File: src/hw/rtl/mbmc_pkg.sv
// ----------------------------------------------------------------------------
// mbmc_pkg
// Types, constants and table functions shared by the move-body munge and
// checksum block.
// ----------------------------------------------------------------------------
package mbmc_pkg;

   localparam int LANES = 4;

   localparam logic [7:0]  PROTECTED_BYTES = 8'd60;
   localparam logic [7:0]  COUNT_SAT       = 8'hFF;
   localparam logic [31:0] CRC_POLY        = 32'hEDB88320;
   localparam logic [31:0] CRC_INIT        = 32'hFFFFFFFF;
   localparam logic [7:0]  MIX_BASE        = 8'hA5;
   localparam logic [7:0]  MOD255          = 8'hFF;
   localparam logic [2:0]  FULL_COUNT      = 3'd4;

   typedef enum logic [0:0] {
      CSR_SEQUENCE_KEY = 1'b0,
      CSR_UNMUNGE_MODE = 1'b1
   } csr_index_type;

   typedef struct packed {
      logic [31:0] in_word;
      logic [2:0]  in_byte_count;
      logic        in_last;
   } req_payload_type;

   typedef struct packed {
      logic [31:0] out_word;
      logic [2:0]  out_byte_count;
      logic        out_last;
      logic [7:0]  checksum_byte;
   } rsp_payload_type;

   // crc stage control: an item moves from the munge stage into the crc stage
   typedef struct packed {
      logic       take;
      logic       last;
      logic [2:0] count;
   } crc_ctl_type;

   typedef struct packed {
      logic [31:0] result;
      logic [31:0] plain;
      logic [2:0]  count;
      logic        last;
      logic [31:0] key;
   } s1_type;

   typedef struct packed {
      logic [31:0] result;
      logic [2:0]  count;
      logic        last;
      logic [31:0] crc;
      logic [9:0]  seed;
   } s2_type;

   typedef struct packed {
      logic [31:0] result;
      logic [2:0]  count;
      logic        last;
      logic [31:0] crc;
      logic [31:0] tail;
   } s3_type;

   function automatic logic [31:0] crc_table_entry(input logic [7:0] idx);
      logic [31:0] v;
      v = {24'd0, idx};
      for (int b = 0; b < 8; b++) begin
         v = v[0] ? (CRC_POLY ^ (v >> 1)) : (v >> 1);
      end
      return v;
   endfunction

   function automatic logic [31:0] crc_byte(input logic [31:0] crc, input logic [7:0] b);
      return crc_table_entry(crc[7:0] ^ b) ^ {8'd0, crc[31:8]};
   endfunction

   function automatic logic [7:0] mix_table(input logic [3:0] idx);
      logic [7:0] r;
      unique case (idx)
         4'd0:    r = 8'h7A;
         4'd1:    r = 8'h64;
         4'd2:    r = 8'h05;
         4'd3:    r = 8'hF1;
         4'd4:    r = 8'h1B;
         4'd5:    r = 8'h9B;
         4'd6:    r = 8'hA0;
         4'd7:    r = 8'hB5;
         4'd8:    r = 8'hCA;
         4'd9:    r = 8'hED;
         4'd10:   r = 8'h61;
         4'd11:   r = 8'h0D;
         4'd12:   r = 8'h4A;
         4'd13:   r = 8'hDF;
         4'd14:   r = 8'h8E;
         default: r = 8'hC7;
      endcase
      return r;
   endfunction

   function automatic logic [7:0] lane_bits(input logic [1:0] lane);
      logic [7:0] r;
      unique case (lane)
         2'd0:    r = 8'h00;
         2'd1:    r = 8'h03;
         2'd2:    r = 8'h0A;
         default: r = 8'h1B;
      endcase
      return r;
   endfunction

   // key mod 1020 = 4 * ((key >> 2) mod 255) + key[1:0]; mod 255 by byte folding
   function automatic logic [9:0] seed_of(input logic [31:0] key);
      logic [9:0] sum;
      logic [8:0] fold;
      logic [8:0] red;
      sum  = {2'd0, key[9:2]} + {2'd0, key[17:10]} + {2'd0, key[25:18]}
           + {4'd0, key[31:26]};
      fold = {1'b0, sum[7:0]} + {7'd0, sum[9:8]};
      red  = (fold >= {1'b0, MOD255}) ? (fold - {1'b0, MOD255}) : fold;
      return {red[7:0], key[1:0]};
   endfunction

   // four crc table bytes, little-endian, starting at the given byte offset
   function automatic logic [31:0] tail_bytes(input logic [9:0] seed);
      logic [31:0] r;
      logic [9:0]  off;
      logic [31:0] ent;
      r = '0;
      for (int i = 0; i < 4; i++) begin
         off = seed + 10'(i);
         ent = crc_table_entry(off[9:2]);
         r[8*i +: 8] = ent[{off[1:0], 3'b000} +: 8];
      end
      return r;
   endfunction

endpackage

File: src/hw/rtl/mbmc_lane.sv
// ----------------------------------------------------------------------------
// mbmc_lane
// One byte lane of the word munge: key XOR, byte swap, table mix and
// inverted-key XOR folded into a single byte path.
// ----------------------------------------------------------------------------
module mbmc_lane
   import mbmc_pkg::*;
(
   input  logic [1:0] lane_idx,
   input  logic       unmunge,
   input  logic [3:0] group,
   input  logic [7:0] src_byte,   // input byte from the swapped lane
   input  logic [7:0] src_key,    // key byte of the swapped lane
   input  logic [7:0] dst_key,    // key byte of this lane
   output logic [7:0] out_byte
);

   logic [1:0] mix_sel;
   logic [7:0] mix;

   // unmunge mixes before the swap, so it uses the mix of the source lane
   assign mix_sel  = unmunge ? ~lane_idx : lane_idx;
   assign mix      = MIX_BASE | lane_bits(mix_sel) | mix_table(group + {2'd0, mix_sel});
   assign out_byte = src_byte ^ src_key ^ mix ^ ~dst_key;

endmodule

File: src/hw/rtl/mbmc_crc.sv
// ----------------------------------------------------------------------------
// mbmc_crc
// Merging stage: running reflected CRC-32 over the first protected plain
// bytes of the body, with the saturating plain byte counter.
// ----------------------------------------------------------------------------
module mbmc_crc
   import mbmc_pkg::*;
(
   input  logic        clock,
   input  logic        reset,
   input  crc_ctl_type ctl,
   input  logic [31:0] plain_word,
   output logic [31:0] crc_next
);

   logic [31:0] crc_ff;
   logic [31:0] crc_in;
   logic [7:0]  count_ff;
   logic [7:0]  count_in;
   logic [8:0]  count_sum;

   always_comb begin
      logic [31:0] c;
      logic [8:0]  pos;
      c = crc_ff;
      for (int i = 0; i < LANES; i++) begin
         pos = {1'b0, count_ff} + 9'(i);
         if ((3'(i) < ctl.count) && (pos < {1'b0, PROTECTED_BYTES})) begin
            c = crc_byte(c, plain_word[8*i +: 8]);
         end
      end
      crc_next = c;
   end

   assign count_sum = {1'b0, count_ff} + {6'd0, ctl.count};

   always_comb begin
      crc_in   = crc_ff;
      count_in = count_ff;
      if (ctl.take) begin
         if (ctl.last) begin
            crc_in   = CRC_INIT;
            count_in = '0;
         end else begin
            crc_in   = crc_next;
            count_in = count_sum[8] ? COUNT_SAT : count_sum[7:0];
         end
      end
   end

   always_ff @(posedge clock) begin
      if (reset) begin
         crc_ff   <= CRC_INIT;
         count_ff <= '0;
      end else begin
         crc_ff   <= crc_in;
         count_ff <= count_in;
      end
   end

endmodule

File: src/hw/rtl/move_body_munge_and_checksum.sv
// ----------------------------------------------------------------------------
// move_body_munge_and_checksum
// Packet body munge/unmunge with a reflected CRC-32 checksum byte.
// ----------------------------------------------------------------------------
// Body words enter on req_ and leave on rsp_, one result per item, in order.
// Throughput is one item per clock while the receiver does not stall. Four
// byte lanes munge the word on entry, the crc stage folds up to
// four plain bytes into the running CRC, the next stage looks up the four
// key-selected table bytes, and the output register absorbs them and forms the
// checksum byte. The running CRC and the word group counter are the loops
// across items. Write sequence_key and unmunge_mode through csr_ while no item is
// in flight; both are sampled when an item is accepted.
// ----------------------------------------------------------------------------
module move_body_munge_and_checksum
   import mbmc_pkg::*;
(
   input  logic            clock,
   input  logic            reset,
   input  logic            req_valid,
   output logic            req_stall,
   input  req_payload_type req_data,
   output logic            rsp_valid,
   input  logic            rsp_stall,
   output rsp_payload_type rsp_data,
   input  logic            csr_valid,
   output logic            csr_ready,
   input  csr_index_type   csr_index,
   input  logic [31:0]     csr_data
);

   logic [31:0] key_ff;
   logic        mode_ff;
   logic [5:0]  group_ff;
   logic [5:0]  group_in;

   logic v1_ff, v2_ff, v3_ff, vo_ff;
   logic load1, load2, load3, load_o;
   logic accept;

   s1_type          s1_ff, s1_in;
   s2_type          s2_ff, s2_in;
   s3_type          s3_ff, s3_in;
   rsp_payload_type rsp_ff, rsp_in;

   logic [2:0]  count_clamp;
   logic        full;
   logic [31:0] munged;
   logic [31:0] result;
   crc_ctl_type crc_ctl;
   logic [31:0] crc_next;

   // configuration
   assign csr_ready = 1'b1;

   always_ff @(posedge clock) begin
      if (reset) begin
         key_ff  <= '0;
         mode_ff <= 1'b0;
      end else if (csr_valid) begin
         unique case (csr_index)
            CSR_SEQUENCE_KEY: key_ff  <= csr_data;
            CSR_UNMUNGE_MODE: mode_ff <= csr_data[0];
         endcase
      end
   end

   // pipeline flow, bubbles collapse
   assign load_o    = !vo_ff || !rsp_stall;
   assign load3     = !v3_ff || load_o;
   assign load2     = !v2_ff || load3;
   assign load1     = !v1_ff || load2;
   assign req_stall = !load1;
   assign accept    = req_valid && load1;

   // munge lanes
   assign count_clamp = req_data.in_byte_count[2] ? FULL_COUNT : req_data.in_byte_count;
   assign full        = (count_clamp == FULL_COUNT);

   for (genvar g = 0; g < LANES; g++) begin : g_lane
      mbmc_lane u_lane (
         .lane_idx (2'(g)),
         .unmunge  (mode_ff),
         .group    (group_ff[3:0]),
         .src_byte (req_data.in_word[8*(LANES-1-g) +: 8]),
         .src_key  (key_ff[8*(LANES-1-g) +: 8]),
         .dst_key  (key_ff[8*g +: 8]),
         .out_byte (munged[8*g +: 8])
      );
   end

   assign result = full ? munged : req_data.in_word;

   always_comb begin
      s1_in.result = result;
      s1_in.plain  = (mode_ff && full) ? result : req_data.in_word;
      s1_in.count  = count_clamp;
      s1_in.last   = req_data.in_last;
      s1_in.key    = key_ff;
   end

   assign group_in = accept ? (req_data.in_last ? 6'd0 : group_ff + 6'd1) : group_ff;

   // crc merge
   assign crc_ctl.take  = v1_ff && load2;
   assign crc_ctl.last  = s1_ff.last;
   assign crc_ctl.count = s1_ff.count;

   mbmc_crc u_crc (
      .clock      (clock),
      .reset      (reset),
      .ctl        (crc_ctl),
      .plain_word (s1_ff.plain),
      .crc_next   (crc_next)
   );

   always_comb begin
      s2_in.result = s1_ff.result;
      s2_in.count  = s1_ff.count;
      s2_in.last   = s1_ff.last;
      s2_in.crc    = crc_next;
      s2_in.seed   = seed_of(s1_ff.key);
   end

   always_comb begin
      s3_in.result = s2_ff.result;
      s3_in.count  = s2_ff.count;
      s3_in.last   = s2_ff.last;
      s3_in.crc    = s2_ff.crc;
      s3_in.tail   = tail_bytes(s2_ff.seed);
   end

   always_comb begin
      logic [31:0] c;
      c = s3_ff.crc;
      for (int i = 0; i < 4; i++) begin
         c = crc_byte(c, s3_ff.tail[8*i +: 8]);
      end
      rsp_in.out_word       = s3_ff.result;
      rsp_in.out_byte_count = s3_ff.count;
      rsp_in.out_last       = s3_ff.last;
      rsp_in.checksum_byte  = s3_ff.last ? ~c[7:0] : 8'd0;
   end

   // control registers
   always_ff @(posedge clock) begin
      if (reset) begin
         group_ff <= '0;
         v1_ff    <= 1'b0;
         v2_ff    <= 1'b0;
         v3_ff    <= 1'b0;
         vo_ff    <= 1'b0;
      end else begin
         group_ff <= group_in;
         if (load1)  v1_ff <= req_valid;
         if (load2)  v2_ff <= v1_ff;
         if (load3)  v3_ff <= v2_ff;
         if (load_o) vo_ff <= v3_ff;
      end
   end

   // payload registers
   always_ff @(posedge clock) begin
      if (accept)          s1_ff  <= s1_in;
      if (load2 && v1_ff)  s2_ff  <= s2_in;
      if (load3 && v2_ff)  s3_ff  <= s3_in;
      if (load_o && v3_ff) rsp_ff <= rsp_in;
   end

   assign rsp_valid = vo_ff;
   assign rsp_data  = rsp_ff;

endmodule

File: config.mk
export PLATFORM = sky130hd
export DESIGN_NAME = move_body_munge_and_checksum
export DESIGN_NICKNAME = d
export VERILOG_FILES = /design/src/hw/rtl/mbmc_pkg.sv /design/src/hw/rtl/mbmc_lane.sv /design/src/hw/rtl/mbmc_crc.sv /design/src/hw/rtl/move_body_munge_and_checksum.sv
export SDC_FILE = /design/constraint.sdc
export NUM_CORES = 1
export LEC_CHECK = 0
export BUFFER_PORTS_ARGS = -buffer_cell sky130_fd_sc_hd__buf_2
export CORE_ASPECT_RATIO = 0.8
export CORE_MARGIN = 2
export CORE_UTILIZATION = 60
export CTS_CLUSTER_DIAMETER = 30
export DETAILED_ROUTE_END_ITERATION = 10
export GPL_ROUTABILITY_DRIVEN = 0
export PLACE_DENSITY_LB_ADDON = 0.2
export SLEW_MARGIN = 20
export SYNTH_ARGS = -nofsm -noshare
export SYNTH_HDL_FRONTEND = slang
export SYNTH_SLANG_ARGS = --single-unit
File: constraint.sdc
create_clock -name clock -period 18.3 [get_ports clock]
set_input_delay 3.66 -clock clock [delete_from_list [all_inputs] [get_ports clock]]
set_output_delay 3.66 -clock clock [all_outputs]
set_load 0.005 [all_outputs]
=== Word level (Yosys, flattened, before mapping) ===
Memory sizes are Yosys's and may differ from the RTL's.
Cells that the tools add are included.

* Bits in registers: 405
* Bits in latches: 0
* Bits in writable memories: 0
* Bits in read-only memories: 512
* Input port bits: 74
* Output and inout port bits: 47
* Word-level logic and storage cells: 346
* Memories kept: 4

{| class="wikitable"
|+ Memories
! name !! depth !! bits a word !! read ports !! clocked after Yosys merged registers in !! write ports !! RTL line !! RTL
|-
| (no name shown) || 16 || 8 || 1 || 0 || 0 || mbmc_pkg.sv:82 || <nowiki>unique case (idx)</nowiki>
|-
| (no name shown) || 16 || 8 || 1 || 0 || 0 || mbmc_pkg.sv:82 ||
|-
| (no name shown) || 16 || 8 || 1 || 0 || 0 || mbmc_pkg.sv:82 ||
|-
| (no name shown) || 16 || 8 || 1 || 0 || 0 || mbmc_pkg.sv:82 ||
|}

* Add/sub/neg operators: 17
* $mul: 0
* Div/mod/pow operators: 0
* $lt $le $gt $ge: 9
* Equal/unequal tests: 9
* Shift operators: 4
* Multiplexer cells: 116
* Bitwise logic cells: 134
* Reductions and logical operators: 25

{| class="wikitable"
|+ Operators by type and width
! cell !! number
|-
| 2-to-1 mux 32 bit || 79
|-
| NOT 13 -> 14 bit || 63
|-
| bitwise XOR 8 bit || 21
|-
| bitwise XOR 32 x 24 -> 32 bit || 5
|-
| variable part select 32 x 6 -> 8 bit || 4
|-
| NOT 1 -> 14 bit || 9
|-
| 2-to-1 mux 16 bit || 4
|-
| 2-to-1 mux 10 bit || 6
|-
| case mux 5 bit (3 select lines) || 4
|-
| 2-to-1 mux 28 bit || 2
|-
| 2-to-1 mux 25 bit || 2
|-
| NOT 8 bit || 6
|-
| 2-to-1 mux 22 bit || 2
|-
| bitwise OR 8 bit || 4
|-
| 2-to-1 mux 31 bit || 1
|-
| 2-to-1 mux 30 bit || 1
|-
| < comparator 9 x 6 -> 1 bit, second input constant || 3
|-
| 2-to-1 mux 27 bit || 1
|-
| 2-to-1 mux 24 bit || 1
|-
| 2-to-1 mux 8 bit || 3
|-
| bitwise XOR 24 bit || 1
|-
| NOT 11 bit || 2
|-
| 2-to-1 mux 21 bit || 1
|-
| adder 10 x 2 -> 10 bit, second input constant || 2
|-
| other kinds (42) || 87
|}

=== Depth between registers and ports, before layout ===
Gate-level depths: netlist of run 1.

* Depth after elaboration: 77
* Gate-level depth with buffers: 26
* Mapped depth without buffers: 26

=== Modules after synthesis ===
From an unflattened synthesis of run 1, not the netlist that was laid out.

* Cells, all modules: 2306
* Area total of the unflattened synthesis: 26457.9 um^2

{| class="wikitable"
|+ By module, submodules not included
! module !! times used !! cells each !! area an instance (um^2) !! sequential area each (um^2)
|-
| move_body_munge_and_checksum || 1 || 1253 || 17270.3 || 10490.1
|-
| mbmc_crc || 1 || 829 || 7430.9 || 800.8
|-
| mbmc_lane || 4 || 56 || 439.2 || 0.0
|}

=== Least setup slack after synthesis of run 1 ===
Ideal clock, no wire load.

* Path kind: input -> register
* Start: in rsp_stall
* End: reg s3_ff (netlist bit rsp_in[10]), enable pin
* Setup time: 0.571 ns
* Arrival: 8.313 ns
* Data required time: 17.729 ns
* Path slack: 9.415 ns
* Stages on the path: 2
* Buffers on the path: 0
* Cell sequence: and3_1 -> nor2b_1

* Cells in the longest elaborated chain, start to end: 4

{| class="wikitable"
|+ RTL lines
! what !! RTL line !! RTL
|-
| start, declared || move_body_munge_and_checksum.sv:23 || <nowiki>input logic rsp_stall,</nowiki>
|-
| logical NOT 1 bit || move_body_munge_and_checksum.sv:68 || <nowiki>assign load_o = !vo_ff || !rsp_stall;</nowiki>
|-
| logical OR 1 bit || move_body_munge_and_checksum.sv:68 ||
|-
| logical OR 1 bit || move_body_munge_and_checksum.sv:69 || <nowiki>assign load3 = !v3_ff || load_o;</nowiki>
|-
| logical AND 1 bit || move_body_munge_and_checksum.sv:165 || <nowiki>if (load3 && v2_ff) s3_ff <= s3_in;</nowiki>
|-
| end signal, assigned || move_body_munge_and_checksum.sv:165 ||
|-
| end, declared || move_body_munge_and_checksum.sv:42 || <nowiki>s3_type s3_ff, s3_in;</nowiki>
|}

No other way between the ends.
A chain may end at the register's enable or synchronous reset.

=== Worst setup path after layout of run 1 ===
* Start: in rsp_stall
* End: out req_stall

* Cells in the longest elaborated chain, start to end: 6

{| class="wikitable"
|+ RTL lines
! what !! RTL line !! RTL
|-
| logical NOT 1 bit || move_body_munge_and_checksum.sv:68 ||
|-
| logical OR 1 bit || move_body_munge_and_checksum.sv:68 ||
|-
| logical OR 1 bit || move_body_munge_and_checksum.sv:69 ||
|-
| logical OR 1 bit || move_body_munge_and_checksum.sv:70 || <nowiki>assign load2 = !v2_ff || load3;</nowiki>
|-
| logical OR 1 bit || move_body_munge_and_checksum.sv:71 || <nowiki>assign load1 = !v1_ff || load2;</nowiki>
|-
| logical NOT 1 bit || move_body_munge_and_checksum.sv:72 || <nowiki>assign req_stall = !load1;</nowiki>
|-
| end, declared || move_body_munge_and_checksum.sv:20 || <nowiki>output logic req_stall,</nowiki>
|}

No other way between the ends.

==> results of run 1 <==
## cell usage after synthesis (17+ instances only)
master	count
sky130_fd_sc_hd__xnor2_1	435
sky130_fd_sc_hd__edfxtp_1	322
sky130_fd_sc_hd__nand2_1	178
sky130_fd_sc_hd__xor2_1	169
sky130_fd_sc_hd__a21oi_1	151
sky130_fd_sc_hd__nor2_1	147
sky130_fd_sc_hd__dfxtp_1	81
sky130_fd_sc_hd__o21ai_0	81
sky130_fd_sc_hd__inv_1	74
sky130_fd_sc_hd__clkbuf_1	68
sky130_fd_sc_hd__mux2i_1	54
sky130_fd_sc_hd__ha_1	49
sky130_fd_sc_hd__mux2_2	45
sky130_fd_sc_hd__xnor3_1	33
sky130_fd_sc_hd__o22a_1	26
sky130_fd_sc_hd__fa_1	20
sky130_fd_sc_hd__buf_1	18
sky130_fd_sc_hd__nor3_1	17
sky130_fd_sc_hd__xnor2_2	17
## metal layers
layer	track usage	vias to the layer above	wire [µm]
met1	0.400	8238	27000
li1	-	7959	-
met5	0	-	5
met3	0.0649	101	4390
met4	0.0910	2	1590
met2	0.428	626	27700
## critical path, stage by stage
cell and delay (ps):
sky130_fd_sc_hd__buf_2 120, sky130_fd_sc_hd__and3_1 290, sky130_fd_sc_hd__nand3_1 160, sky130_fd_sc_hd__inv_1 80, sky130_fd_sc_hd__buf_2 110
## cell families (layout without fill, tap and decap cells)
group	count (synthesis)	after routing	synth area share
XOR/XNOR	681	681	0.274
AND/OR/NAND/NOR	439	439	0.0772
flip-flops	403	403	0.446
AO/OA/AOI/OAI	351	351	0.0838
buffers and inverters	174	354	0.0270
multiplexers	112	112	0.0519
adder cells (fa/ha/maj)	69	69	0.0400
other	1	8	0.000148
## cell type report
class / count / area share
antenna: 7 / 0.000601
clock buffer: 94 / 0.0718
clock inverter: 51 / 0.0238
inverter: 75 / 0.00978
multi-input combinational: 1653 / 0.459
sequential: 403 / 0.387
tap: 552 / 0.0237
timing repair buffer: 134 / 0.0243
## flip-flops by register name, indices dropped and copies added, names as in the netlist
register,flops
rsp_in,36
v1_ff,1
key_ff,32
group_ff,4
u_crc.count_ff,8
s3_ff,64
v2_ff,1
rsp_data,44
crc_ctl,4
rsp_valid,1
mode_ff,1
u_crc.crc_ff,32
s1_ff,96
v3_ff,1
s2_ff,78
## through the flow
| stage | instances | util | hold WS (ps) |
|---|---|---|---|
| after floorplan | 2230 | - | 400 |
| after global placement | 2817 | 0.631 | 402 |
| after detailed placement | 2817 | 0.631 | 405 |
| after CTS | 2962 | 0.698 | 403 |
| after global routing | 2965 | 0.698 | 412 |
| final | 2969 | 0.699 | 401 |
## worst min-delay path by stage
stage,end,slack [ps],depth (start not counted)
6_report,s3_ff[47],400,0
3_3_place_gp,s2_ff[75],400,0
5_1_grt,s3_ff[47],410,0
4_1_cts,s3_ff[45],400,0
3_5_place_dp,rsp_in[11],400,0
2_1_floorplan,rsp_data[10],400,0
==> metrics.txt, run 1 <==
most common flop cell mapped by yosys sky130_fd_sc_hd__edfxtp_1; Post-synth EDFFs 322; Area Growth Syn to Fin 15.2%; syn_nets 2373; detail-routed via count per cell 5.70; fraction of layout cells with a size suffix above 1 0.166; floorplan die width 234 µm; FF-to-FF setup slack 12100 ps; Setup Fix Bufs, Post-CTS 0; global-route wire length before repair 94200 µm; area used by multi-input combinational logic 13400 µm²; gate count of the mapped netlist 2230; warnings from Yosys 0; final sum of negative setup slack 0 ps; total track usage 0.281; crit path launch rsp_stall; transition at the pin with the smallest max-transition slack 1090 ps; launch point of the worst hold path s2_ff[25]; Reg clk slew, reported paths 50 ps; CP Launch Type input pin; total of flip-flops plus latches after synthesis 403; quantity of gates resized following cts 0; number of ports placed on the die boundary 121; starting density of the core 0.607; library cell used as clock root buffer sky130_fd_sc_hd__clkbuf_16; number of failing hold endpoints at the final stage 0; number of H-tree branching levels 3; IO buf count 119; Die ar. 43900 µm²; Reg2Reg Depth 17; number of global-route vias before repair 16700; number of violations of the max-capacitance limit 0; setup slack after placement 10210 ps; cell area after placement 26400 µm²; most common cell after layout, fill and taps aside sky130_fd_sc_hd__xnor2_1; detailed-route via count 16900; Final period util 0.442; most area-consuming cells after synthesis sky130_fd_sc_hd__edfxtp_1, sky130_fd_sc_hd__xnor2_1, sky130_fd_sc_hd__dfxtp_1; drt first pass iters 5; time the final worst path needs with I/O delays and setup 8090 ps; startpoint of the worst register-to-register path u_crc.count_ff[6]; number of distinct library cells after synthesis 81; Mapped Area 25300 µm²; result of the run completed; number of pins exceeding their max-slew limit in the final report 0; post-detailed-route DRC marker count 0; row cnt 67; flip-flop and latch area 11300 µm²; total core area 41700 µm²; largest net degree at the start of global routing 80; endpoint class of the critical path output pin; asr flop ratio synth 0; Hold WC Path Type reg -> reg; highest clock frequency the design can meet 0.124 GHz; worst-skew pair later-pin latency 620 ps; Die Ht 188 µm; relative slew slack 0.274; Final Instance Area 29200 µm²; Crit Path Max Fanout 5; count of endpoints failing setup in the final report 0; clock sink count 403; startpoint-to-endpoint class of the critical path in -> out; proportion of synthesized chip area in sequential cells 0.446; final worst slack 10210 ps; per-cell routed wire length 20.4 µm; count of filler cells inserted in the layout 2912; clock skew 59.1 ps; commonest cells after routing, fill and taps aside sky130_fd_sc_hd__xnor2_1, sky130_fd_sc_hd__edfxtp_1, sky130_fd_sc_hd__nand2_1; remaining antenna violation count 0; endpoint of the worst setup timing path req_stall; TritonCTS clock tree done; Hold-fix buffers, CTS 0; half-perimeter wire length after placement 43900 µm; number of buffers on the longest clock path 3; mean instance size in the synthesized netlist 11.4 µm²; number of buffers inserted during clock tree synthesis 78; critical path data required time 14640 ps; post-synth top area share 0.382; data arrival time of the critical path 4430 ps; Initial DRC Count 1546; worst reg2reg path endpoint u_crc.crc_ff[27]; initial antenna violation count 8; RSZ-0062 raised after global routing no; remaining global-route overflow 0; total wire length after detailed routing 60700 µm; net count of the finished layout 2488; cell taking the most area after synthesis sky130_fd_sc_hd__edfxtp_1
Power of run 1 is left out: the tool's default activity adds up to more than one toggle a clock period on the data nets, which glitch-free logic cannot reach.
==> inputs of run 2 (changes only) <==
==> constraint.sdc (replaced) <==
create_clock -name clock -period 7.8 [get_ports clock]
set_input_delay 1.56 -clock clock [delete_from_list [all_inputs] [get_ports clock]]
set_output_delay 1.56 -clock clock [all_outputs]
set_load 0.005 [all_outputs]
==> metrics.txt, run 2 (synthesis results as in run 1) <==
number of buffers inserted during clock tree synthesis 73 (-6.4%); time the final worst path needs with I/O delays and setup 6220 ps; Hold-fix buffers, CTS 0 (unchanged); number of pins exceeding their max-slew limit in the final report 0 (unchanged); transition at the pin with the smallest max-transition slack 1130 ps (+42.7 ps); Setup Fix Bufs, Post-CTS 0 (unchanged); number of failing hold endpoints at the final stage 0 (unchanged); Final period util 0.798; number of H-tree branching levels 3 (unchanged); RSZ-0062 raised after global routing no; worst-skew pair later-pin latency 620 ps (about the same); final sum of negative setup slack 0 ps (unchanged); row cnt 67 (unchanged); result of the run completed; global-route wire length before repair 94400 µm (+0.29%); fraction of layout cells with a size suffix above 1 0.166 (-0.000211); Slowest-stage cell, CP sky130_fd_sc_hd__o31ai_1; total core area 41700 µm² (unchanged); data arrival time of the critical path 6730 ps (+2300 ps); register with the most flip-flops s1_ff; detailed-route via count 16900 (-0.14%); total buffers and inverters traversed by the critical path 1 (-2); Hold WC Path Type reg -> reg; cell type with the highest occurrence count on the critical path sky130_fd_sc_hd__xnor2_2; per-cell routed wire length 20.9 µm (+2.1%); TritonCTS clock tree done; IO buf count 119 (unchanged); Die ar. 43900 µm² (unchanged); number of ports placed on the die boundary 121 (unchanged); half-perimeter wire length after placement 44700 µm (+1.9%); largest registers in the final layout s1_ff x96, s2_ff x78, s3_ff x64; total track usage 0.284 (+0.00246); count of endpoints failing setup in the final report 0 (unchanged); floorplan die width 234 µm (unchanged); Area Growth Syn to Fin 14.6%; critical path data required time 8310 ps (-6330 ps); flip-flop and latch area 11300 µm² (unchanged); Worst path top cell family by delay XOR/XNOR gates; endpoint class of the critical path register; startpoint-to-endpoint class of the critical path reg -> reg; initial antenna violation count 5 (-3); final worst slack 1580 ps (-8630 ps); starting density of the core 0.607 (unchanged); Reg clk slew, reported paths 60 ps (about the same); number of global-route vias before repair 16300 (-2.4%); library cell used as clock root buffer sky130_fd_sc_hd__clkbuf_16; drt first pass iters 5 (unchanged); most common cell after layout, fill and taps aside sky130_fd_sc_hd__xnor2_1; commonest cells after routing, fill and taps aside sky130_fd_sc_hd__xnor2_1, sky130_fd_sc_hd__edfxtp_1, sky130_fd_sc_hd__nand2_1; setup slack after placement 1730 ps (-8480 ps); Die Ht 188 µm (unchanged); remaining antenna violation count 0 (unchanged); ordered list of cells on the worst path or2_4 > nor3_4 > buf_4 > mux2i_2 > xnor2_2 > xnor2_2 > xor3_1 > and3_1 > o31ai_1 > xnor3_1 > mux2i_4 > xor2_4 > xnor2_2 > xor2_2 > xnor3_1 > mux2_4 > o22a_1; relative slew slack 0.246 (-0.0285); CP Launch Type register; count of filler cells inserted in the layout 2994 (+2.8%); total wire length after detailed routing 61700 µm (+1.7%); Initial DRC Count 1671 (+8.1%); highest clock frequency the design can meet 0.161 GHz; net count of the finished layout 2483 (-0.20%); number of violations of the max-capacitance limit 0 (unchanged); quantity of gates resized following cts 0 (unchanged); clock sink count 403 (unchanged); number of buffers on the longest clock path 3 (unchanged); clock skew 39.9 ps (-19.3 ps); largest net degree at the start of global routing 75 (-6.3%); Largest register FFs 96 (unchanged); remaining global-route overflow 0 (unchanged); Largest stage delay, worst path 570 ps (+280 ps); post-detailed-route DRC marker count 0 (unchanged); Crit Path Max Fanout 21 (+16); area used by multi-input combinational logic 13400 µm² (unchanged); detail-routed via count per cell 5.71 (+0.23%)
run 2: worst paths after layout:
kind,cells past startpoint,to,slack [ps],start
setup / recovery,17,u_crc.crc_ff[18],1580,u_crc.count_ff[6]
hold / removal,0,s2_ff[64],410,s1_ff[86]
setup reg to reg,17,u_crc.crc_ff[18],1580,u_crc.count_ff[6]
hold reg to reg,0,s2_ff[64],410,s1_ff[86]
run 2: worst reg2reg max path, delay by kind of cell, from the launching register on:
family / cells / cell delay [ps]
xor+xnor: 8 / 2920
mux: 3 / 930
compound gates: 2 / 770
simple gates: 3 / 670
flops: 1 / 440
buf+inv: 1 / 380
run 2: metrics by stage:
| step | util | area [µm²] | hold slack, ps | instances |
|---|---|---|---|---|
| after floorplan | - | 25300 | 400 | 2230 |
| after global placement | 0.631 | 26400 | 401 | 2817 |
| after detailed placement | 0.631 | 26400 | 405 | 2817 |
| after CTS | 0.695 | 29000 | 415 | 2953 |
| after global routing | 0.695 | 29000 | 415 | 2955 |
| final | 0.695 | 29000 | 409 | 2958 |
run 2: per-layer routing:
layer / vias up / share of wire / track usage
met1: 8158 / 0.44 / 0.407
met2: 679 / 0.44 / 0.425
li1: 7942 / - / -
met5: - / 0 / 0
met4: 0 / 0.030 / 0.0886
met3: 123 / 0.089 / 0.0707
run 2: final cells by class:
class	count	area share
timing repair buffer	134	0.0244
clock buffer	79	0.0655
inverter	75	0.00983
clock inverter	57	0.0260
sequential	403	0.389
tap	552	0.0238
antenna	5	0.000431
multi-input combinational	1653	0.461
Power of run 2 is left out for the same reason.
